## config.mk

```make
export PLATFORM = sky130hd
export DESIGN_NAME = positional_list_engine
export DESIGN_NICKNAME = d
export VERILOG_FILES = /design/src/rtl/core/ple_pkg.sv /design/src/rtl/core/ple_ram.sv /design/src/rtl/core/ple_ctrl.sv /design/src/rtl/core/positional_list_engine.sv
export SDC_FILE = /design/constraint.sdc
export NUM_CORES = 1
export LEC_CHECK = 0
export BUFFER_PORTS_ARGS = -buffer_cell sky130_fd_sc_hd__buf_2
export CAP_MARGIN = 5
export CORE_MARGIN = 5
export CORE_UTILIZATION = 60
export DETAILED_ROUTE_END_ITERATION = 10
export GPL_TIMING_DRIVEN = 0
export HOLD_SLACK_MARGIN = 0.02
export PLACE_DENSITY = 0.82
export SETUP_SLACK_MARGIN = 0.02
export SYNTH_ARGS = -nofsm -noshare
export SYNTH_HDL_FRONTEND = slang
export SYNTH_SLANG_ARGS = --single-unit
```

## constraint.sdc

```tcl
create_clock -name clk -period 5.11 [get_ports clk]
set_input_delay 1.022 -clock clk [delete_from_list [all_inputs] [get_ports clk]]
set_output_delay 1.022 -clock clk [all_outputs]
set_load 0.01 [all_outputs]
```

## src/rtl/core/ple_pkg.sv

```systemverilog
// Shared types and codes for the positional list engine.
// No dependencies; imported by every module of the block.
`timescale 1ns / 1ps

package ple_pkg;

  localparam int DEFAULT_CAPACITY = 32;
  localparam int DATA_W = 32;

  localparam logic [2:0] KIND_READ   = 3'd0;
  localparam logic [2:0] KIND_INSERT = 3'd1;
  localparam logic [2:0] KIND_APPEND = 3'd2;
  localparam logic [2:0] KIND_DELETE = 3'd3;
  localparam logic [2:0] KIND_RANGE  = 3'd4;

  localparam logic [1:0] STATUS_OK    = 2'd0;
  localparam logic [1:0] STATUS_NOPOS = 2'd1;
  localparam logic [1:0] STATUS_FULL  = 2'd2;

  typedef struct packed {
    logic signed [DATA_W-1:0] data;
    logic [1:0]               status;
    logic [5:0]               count;
    logic                     last;
  } result_t;

endpackage

```

## src/rtl/core/ple_ram.sv

```systemverilog
// Element store of the positional list engine: one write port, one read
// port with registered read data. Depends on ple_pkg.
`timescale 1ns / 1ps

module ple_ram
  import ple_pkg::*;
#(
  parameter int DEPTH = DEFAULT_CAPACITY,
  parameter int AW    = $clog2(DEPTH)
) (
  input  logic              clk,
  input  logic              rd_en,
  input  logic [AW-1:0]     rd_addr,
  output logic [DATA_W-1:0] rd_data,
  input  logic              wr_en,
  input  logic [AW-1:0]     wr_addr,
  input  logic [DATA_W-1:0] wr_data
);

  logic [DATA_W-1:0] mem [DEPTH];

  always_ff @(posedge clk) begin
    if (wr_en) begin
      mem[wr_addr] <= wr_data;
    end
    if (rd_en) begin
      rd_data <= mem[rd_addr];
    end
  end

endmodule

```

## src/rtl/core/ple_ctrl.sv

```systemverilog
// Sequencer of the positional list engine: decodes an operation, walks the
// cursor one cell per step through the store, and hands out result beats.
// Depends on ple_pkg.
`timescale 1ns / 1ps

module ple_ctrl
  import ple_pkg::*;
#(
  parameter int CAPACITY = DEFAULT_CAPACITY,
  parameter int AW       = $clog2(CAPACITY),
  parameter int CW       = $clog2(CAPACITY + 1)
) (
  input  logic              clk,
  input  logic              rst,
  input  logic              in_valid,
  output logic              in_ready,
  input  logic [2:0]        kind,
  input  logic [7:0]        position,
  input  logic [7:0]        end_position,
  input  logic [DATA_W-1:0] value,
  output logic              res_valid,
  input  logic              res_ready,
  output result_t           res,
  output logic              rd_en,
  output logic [AW-1:0]     rd_addr,
  input  logic [DATA_W-1:0] rd_data,
  output logic              wr_en,
  output logic [AW-1:0]     wr_addr,
  output logic [DATA_W-1:0] wr_data
);

  localparam int PW = (CW > 8) ? CW : 8;

  typedef enum logic [7:0] {
    S_IDLE  = 8'b0000_0001,
    S_SH_RD = 8'b0000_0010,
    S_SH_WR = 8'b0000_0100,
    S_DL_RD = 8'b0000_1000,
    S_DL_WR = 8'b0001_0000,
    S_RG_RD = 8'b0010_0000,
    S_RG_EM = 8'b0100_0000,
    S_EMIT  = 8'b1000_0000
  } state_t;

  state_t            state, state_next;
  logic [CW-1:0]     count, count_next;
  logic [CW-1:0]     cursor, cursor_next;
  logic [CW-1:0]     slot, slot_next;
  logic [CW-1:0]     stop, stop_next;
  logic [DATA_W-1:0] val, val_next;
  logic [1:0]        status, status_next;

  logic [PW-1:0]     a_w, b_w, cnt_w;
  logic              a_bad, b_bad, full;
  logic [CW:0]       cursor_inc;

  assign a_w   = PW'(position);
  assign b_w   = PW'(end_position);
  assign cnt_w = PW'(count);
  assign a_bad = (a_w == '0) || (a_w > cnt_w);
  assign b_bad = (b_w == '0) || (b_w > cnt_w);
  assign full  = (count == CW'(CAPACITY));
  // shared step unit: cursor + 1, also used for the delete bound check
  assign cursor_inc = {1'b0, cursor} + 1'b1;

  always_comb begin
    state_next  = state;
    count_next  = count;
    cursor_next = cursor;
    slot_next   = slot;
    stop_next   = stop;
    val_next    = val;
    status_next = status;
    in_ready    = 1'b0;
    res_valid   = 1'b0;
    res         = '0;
    rd_en       = 1'b0;
    rd_addr     = cursor[AW-1:0];
    wr_en       = 1'b0;
    wr_addr     = cursor[AW-1:0];
    wr_data     = rd_data;

    unique case (state)
      S_IDLE: begin
        in_ready = 1'b1;
        if (in_valid) begin
          val_next    = value;
          status_next = STATUS_OK;
          unique case (kind) inside
            KIND_READ: begin
              if (a_bad) begin
                status_next = STATUS_NOPOS;
                state_next  = S_EMIT;
              end else begin
                cursor_next = CW'(a_w);
                stop_next   = CW'(a_w);
                state_next  = S_RG_RD;
              end
            end
            KIND_INSERT, KIND_APPEND: begin
              if (full) begin
                status_next = STATUS_FULL;
                state_next  = S_EMIT;
              end else begin
                cursor_next = count;
                if (kind == KIND_APPEND || a_w > cnt_w) begin
                  slot_next = count;
                end else if (a_w == '0) begin
                  slot_next = '0;
                end else begin
                  slot_next = CW'(a_w - 1'b1);
                end
                state_next = S_SH_RD;
              end
            end
            KIND_DELETE: begin
              if (a_bad) begin
                status_next = STATUS_NOPOS;
                state_next  = S_EMIT;
              end else begin
                cursor_next = CW'(a_w - 1'b1);
                state_next  = S_DL_RD;
              end
            end
            KIND_RANGE: begin
              if (a_bad || b_bad) begin
                status_next = STATUS_NOPOS;
                state_next  = S_EMIT;
              end else begin
                cursor_next = CW'(a_w);
                stop_next   = (b_w < a_w) ? CW'(a_w) : CW'(b_w);
                state_next  = S_RG_RD;
              end
            end
            default: begin
              status_next = STATUS_NOPOS;
              state_next  = S_EMIT;
            end
          endcase
        end
      end

      // open a gap: move cells up one slot, top down to the insert slot
      S_SH_RD: begin
        if (cursor > slot) begin
          rd_en      = 1'b1;
          rd_addr    = AW'(cursor - 1'b1);
          state_next = S_SH_WR;
        end else begin
          wr_en      = 1'b1;
          wr_addr    = slot[AW-1:0];
          wr_data    = val;
          count_next = count + 1'b1;
          state_next = S_EMIT;
        end
      end
      S_SH_WR: begin
        wr_en       = 1'b1;
        cursor_next = cursor - 1'b1;
        state_next  = S_SH_RD;
      end

      // close the gap: move cells down one slot
      S_DL_RD: begin
        if (cursor_inc < {1'b0, count}) begin
          rd_en      = 1'b1;
          rd_addr    = cursor_inc[AW-1:0];
          state_next = S_DL_WR;
        end else begin
          count_next = count - 1'b1;
          state_next = S_EMIT;
        end
      end
      S_DL_WR: begin
        wr_en       = 1'b1;
        cursor_next = cursor_inc[CW-1:0];
        state_next  = S_DL_RD;
      end

      // cursor holds a 1-based position; read data is held while waiting
      S_RG_RD: begin
        rd_en      = 1'b1;
        rd_addr    = AW'(cursor - 1'b1);
        state_next = S_RG_EM;
      end
      S_RG_EM: begin
        res_valid   = 1'b1;
        res.data    = rd_data;
        res.status  = STATUS_OK;
        res.count   = 6'(count);
        res.last    = (cursor == stop);
        if (res_ready) begin
          if (cursor == stop) begin
            state_next = S_IDLE;
          end else begin
            cursor_next = cursor_inc[CW-1:0];
            state_next  = S_RG_RD;
          end
        end
      end

      S_EMIT: begin
        res_valid  = 1'b1;
        res.data   = '0;
        res.status = status;
        res.count  = 6'(count);
        res.last   = 1'b1;
        if (res_ready) begin
          state_next = S_IDLE;
        end
      end

      default: begin
        state_next = S_IDLE;
      end
    endcase
  end

  always_ff @(posedge clk) begin
    if (rst) begin
      state <= S_IDLE;
      count <= '0;
    end else begin
      state <= state_next;
      count <= count_next;
    end
    cursor <= cursor_next;
    slot   <= slot_next;
    stop   <= stop_next;
    val    <= val_next;
    status <= status_next;
  end

endmodule

```

## src/rtl/core/positional_list_engine.sv

```systemverilog
// Top level of the positional list engine: sequencer, element store and
// output register. Depends on ple_pkg, ple_ram and ple_ctrl.
//
//   channel  direction  handshake             payload
//   in       sink       in_valid / in_ready   kind, position, end_position, value
//   out      source     out_valid / out_ready data, status, count, last
//
// One item at a time; in_ready is high only while the sequencer is idle.
// A read or range read takes a read step and an emit step per element. Insert and delete
// move the cells behind the slot one at a time, each with a read step and then a write step
// through the single store port pair, before the emit step. Rejected items go straight to emit.
// A full output register stalls the sequencer in its emit step.
// rst (synchronous) empties the list; the store itself is not cleared.
`timescale 1ns / 1ps

module positional_list_engine
  import ple_pkg::*;
#(
  parameter int CAPACITY = DEFAULT_CAPACITY
) (
  input  logic                     clk,
  input  logic                     rst,
  input  logic                     in_valid,
  output logic                     in_ready,
  input  logic [2:0]               kind,
  input  logic [7:0]               position,
  input  logic [7:0]               end_position,
  input  logic signed [DATA_W-1:0] value,
  output logic                     out_valid,
  input  logic                     out_ready,
  output logic signed [DATA_W-1:0] data,
  output logic [1:0]               status,
  output logic [5:0]               count,
  output logic                     last
);

  localparam int AW = (CAPACITY > 1) ? $clog2(CAPACITY) : 1;
  localparam int CW = $clog2(CAPACITY + 1);

  logic              res_valid, res_ready;
  result_t           res, obuf;
  logic              rd_en, wr_en;
  logic [AW-1:0]     rd_addr, wr_addr;
  logic [DATA_W-1:0] rd_data, wr_data;

  ple_ctrl #(
    .CAPACITY (CAPACITY),
    .AW       (AW),
    .CW       (CW)
  ) u_ctrl (
    .clk          (clk),
    .rst          (rst),
    .in_valid     (in_valid),
    .in_ready     (in_ready),
    .kind         (kind),
    .position     (position),
    .end_position (end_position),
    .value        (value),
    .res_valid    (res_valid),
    .res_ready    (res_ready),
    .res          (res),
    .rd_en        (rd_en),
    .rd_addr      (rd_addr),
    .rd_data      (rd_data),
    .wr_en        (wr_en),
    .wr_addr      (wr_addr),
    .wr_data      (wr_data)
  );

  ple_ram #(
    .DEPTH (CAPACITY),
    .AW    (AW)
  ) u_ram (
    .clk     (clk),
    .rd_en   (rd_en),
    .rd_addr (rd_addr),
    .rd_data (rd_data),
    .wr_en   (wr_en),
    .wr_addr (wr_addr),
    .wr_data (wr_data)
  );

  // output register: takes a new beat when empty or draining
  assign res_ready = !out_valid || out_ready;

  always_ff @(posedge clk) begin
    if (rst) begin
      out_valid <= 1'b0;
    end else if (res_ready) begin
      out_valid <= res_valid;
    end
    if (res_ready && res_valid) begin
      obuf <= res;
    end
  end

  assign data   = obuf.data;
  assign status = obuf.status;
  assign count  = obuf.count;
  assign last   = obuf.last;

endmodule

```

==> flow_metrics.env <==
export IMPL_status="completed"
export IMPL_startpoint_type="flop"
export IMPL_slew_violations=0
export IMPL_nets=3690
export IMPL_min_period_ns=5.042
export IMPL_ios=98
export IMPL_timing_fmax_mhz=198.3
export IMPL_drt_iter0_drc=5803
export IMPL_cp_end_kind="flop"
export IMPL_globalplace_congestion=0.8968
export IMPL_synth_area_leaders="edfxtp_1, nand2_1, nor2_1"
export IMPL_async_flop_share_pct=0
export IMPL_drt_wirelength_per_cell_um=28.71
export IMPL_clock_sinks=1164
export IMPL_clkSlewWorstSetupHoldPaths_ns=0.06
export IMPL_grt_overflow=0
export IMPL_synth_top_area_share_pct=73.81
export IMPL_worst_pin_slew_ns=1.038
export IMPL_layout_drive_gt1_share_pct=14.63
export IMPL_power_leakage_nw=17.98
export IMPL_core_region_area_um2=77340
export IMPL_crit_required_ns=5.50
export IMPL_syn2layout_area_growth_pct=14.05
export IMPL_ys_seq_area_share_pct=74.45
export IMPL_antenna_found_initial=0
export IMPL_die_w_um=289.1
export IMPL_yosys_warnings=0
export IMPL_hp_class="in -> reg"
export IMPL_drc=0
export IMPL_power_frac_comb_pct=11.1
export IMPL_placedCellCount=4522
export IMPL_grt_max_degree=36
export IMPL_track_usage_pct=32.02
export IMPL_cts_htree_levels=3
export IMPL_start_util_pct=60.44
export IMPL_switching_power_mw=5.255
export IMPL_holdBufCountCts=0
export IMPL_grt_pass1_wl_um=195000
export IMPL_skew_ns=0.04554
export IMPL_detail_route_antenna_nets=0
export IMPL_clockBufferDepth=3
export IMPL_hold_viol=0
export IMPL_setup_violations=0
export IMPL_firstDrtPassIters=9
export IMPL_swShare_pct=24.89
export IMPL_cts_buffers=110
export IMPL_tritoncts="done"
export IMPL_ys_seq_elements=1164
export IMPL_synth_area_per_cell_um2=13.96
export IMPL_rows=102
export IMPL_port_buffer_count=95
export IMPL_path_class="reg -> reg"
export IMPL_synth_largest_area_cell="edfxtp_1"
export IMPL_hpwl_um=88240
export IMPL_peakVddDrop_mv=0.4377
export IMPL_r2r_slack_ns=0.07
export IMPL_syn_area_um2=46750
export IMPL_internal_power_mw=15.86
export IMPL_layout_cells_non_filler=4724
export IMPL_critPathArrivalTime_ns=5.43
export IMPL_rsz0062_at_grt="false"
export IMPL_post_cts_buffers=0
export IMPL_clkLatencyLatePin_ns=0.70
export IMPL_insertedDiodeCount=0
export IMPL_synth_distinct_cells=68
export IMPL_avgViaCountPerCell=6.687
export IMPL_clockRootBuffer="clkbuf_16"
export IMPL_cellPowerDensity_nw_per_um2=396.1
export IMPL_period_share_pct=98.67
export IMPL_grt_pass1_vias=30550
export IMPL_die_h_um=289.1
export IMPL_syn_inst=3349
export IMPL_num_vias=31590
export IMPL_syn_nets=3443
export IMPL_crit_fanout=10
export IMPL_routed_wl_um=135600
export IMPL_pwr_share_seq_pct=50.1
export IMPL_p_clk_share_pct=38.9
export IMPL_synth_edf_count=1149
export IMPL_max_cap_violations=0
export IMPL_die_area_um2=83590
export IMPL_slew_limit_headroom_pct=30.39
export IMPL_ys_flop_type="edfxtp_1"
export IMPL_fin_total_pwr_mw=21.12
-- through the flow --
| step | setup TNS (ns) | utilization (%) | cell area (um^2) | hold slack [ns] | setup WS [ns] |
|---|---|---|---|---|---|
| global route | 0 | 68.94 | 53310 | 0.4880 | 0.03238 |
| global placement | -1444.60 | 62.74 | 48520 | 0.4795 | -1.822 |
| detailed placement | -28.03 | 64.18 | 49640 | 0.4996 | -0.9819 |
| CTS | 0 | 68.87 | 53270 | 0.4728 | 0.03534 |
| floorplan | 0 | - | 46750 | 0.4590 | 0.9309 |
| finish | 0 | 68.94 | 53310 | 0.4963 | 0.06781 |
-- area by class of cell --
type                       count  area, um^2
buffer                       191        1021
clock buffer                 127        2859
clock inverter                73       738.2
fill                        4862       24020
inverter                      33       151.4
multi-input combinational   1961       11080
sequential                  1164       34800
tap                         1040        1301
timing repair buffer         135        1360
-- worst max-delay path: stages (launching register included) --
cell,delay [ns]
edfxtp_1,0.47
buf_2,0.33
inv_1,0.21
ha_1,0.44
ha_1,0.31
a21o_1,0.17
a21oi_2,0.29
o2111ai_4,0.26
nor3b_1,0.37
nor3_1,0.19
o22ai_1,0.33
clkbuf_4,0.40
buf_2,0.41
a32oi_1,0.19
nand4_1,0.20
nand4_1,0.17
-- timing repair --
action / in CTS / in global routing
resized for setup: 15 / 15
setup endpoints to repair: 32 / 32
endpoints found under the hold margin: 0 / 0
pin swaps: 0 / 0
-- registers in the layout (all words and copies together), names as in the netlist --
| register | count |
|---|---|
| u_ctrl.count | 6 |
| out_valid | 1 |
| u_ctrl.stop | 6 |
| u_ctrl.state | 8 |
| u_ram.mem | 1024 |
| u_ctrl.slot | 6 |
| count | 6 |
| last | 1 |
| u_ctrl.status | 2 |
| u_ram.rd_data | 32 |
| u_ctrl.cursor | 6 |
| u_ctrl.val | 32 |
| data | 32 |
| status | 2 |
-- power groups by stage --
stage                     logic [mW]  registers (mW)  clock network (mW)
after floorplan                 1.28            10.8                   0
after global placement          2.10            10.8                   0
after detailed placement        2.21            10.8                   0
after CTS                       2.24            10.6                8.20
after global routing            2.43            10.6                8.60
final                           2.33            10.6                8.21
-- final timing paths --
check | from | end | cells past startpoint
setup / recovery | u_ctrl.cursor[0] | u_ram.rd_data[28] | 15
hold / removal | value[13] | u_ctrl.val[13] | 1
setup reg to reg | u_ctrl.cursor[0] | u_ram.rd_data[28] | 15
hold reg to reg | u_ctrl.state[7] | u_ctrl.state[7] | 2
-- cell usage in the layout (no fill, tap or decap), types with 99 or more instances in the layout --
| cell | Yosys | final |
|---|---|---|
| buf_2 | 111 | 207 |
| edfxtp_1 | 1149 | 1149 |
| a32oi_1 | 99 | 99 |
| nand2_1 | 619 | 619 |
| nand4_1 | 163 | 163 |
| nor2_1 | 328 | 293 |
| clkbuf_16 | 0 | 112 |
| o21ai_0 | 142 | 142 |
| nand3_1 | 175 | 175 |
| mux2i_1 | 99 | 99 |
-- cells in the mapped netlist (all sizes together) (2+ instances only) --
cell	n
nand3b	4
o22ai	6
or2	5
a22oi	2
ha	38
a22o	2
o22a	3
a211oi	4
nand2	619
o21bai	6
inv	31
and2	40
edfxtp	1149
dfxtp	15
nand2b	12
a21o	11
nor4	10
clkbuf	49
o32ai	2
mux2	39
or3	4
nor3b	7
a32oi	99
nor3	9
buf	142
a31oi	36
o21ai	148
o221ai	4
nor2	329
nor2b	7
or4	2
xnor2	16
xor2	9
nand4	163
o211ai	2
mux2i	99
o21a	9
a21oi	25
nand3	175
clkinv	2
-- layer usage --
layer | part of all wire [%] | wire [um] | vias up | GRT usage (%)
li1 | - | - | 13030 | -
met4 | 6.8 | 9186 | 2 | 18.77
met3 | 14 | 19490 | 540 | 7.994
met5 | 0.049 | 66 | - | 0.5233
met1 | 34 | 46440 | 15140 | 42.54
met2 | 45 | 60450 | 2872 | 48.61
-- cell families after synthesis --
logic type / share of synthesized area (%)
AOI/OAI and AO/OA: 5.324
xor gates and xnor gates: 0.4684
adders and majority gates: 1.060
buffers and inverters: 2.409
DFF: 74.45
muxes: 3.108
and+or+nand+nor: 13.18
Power figures use the tool's default switching activity.
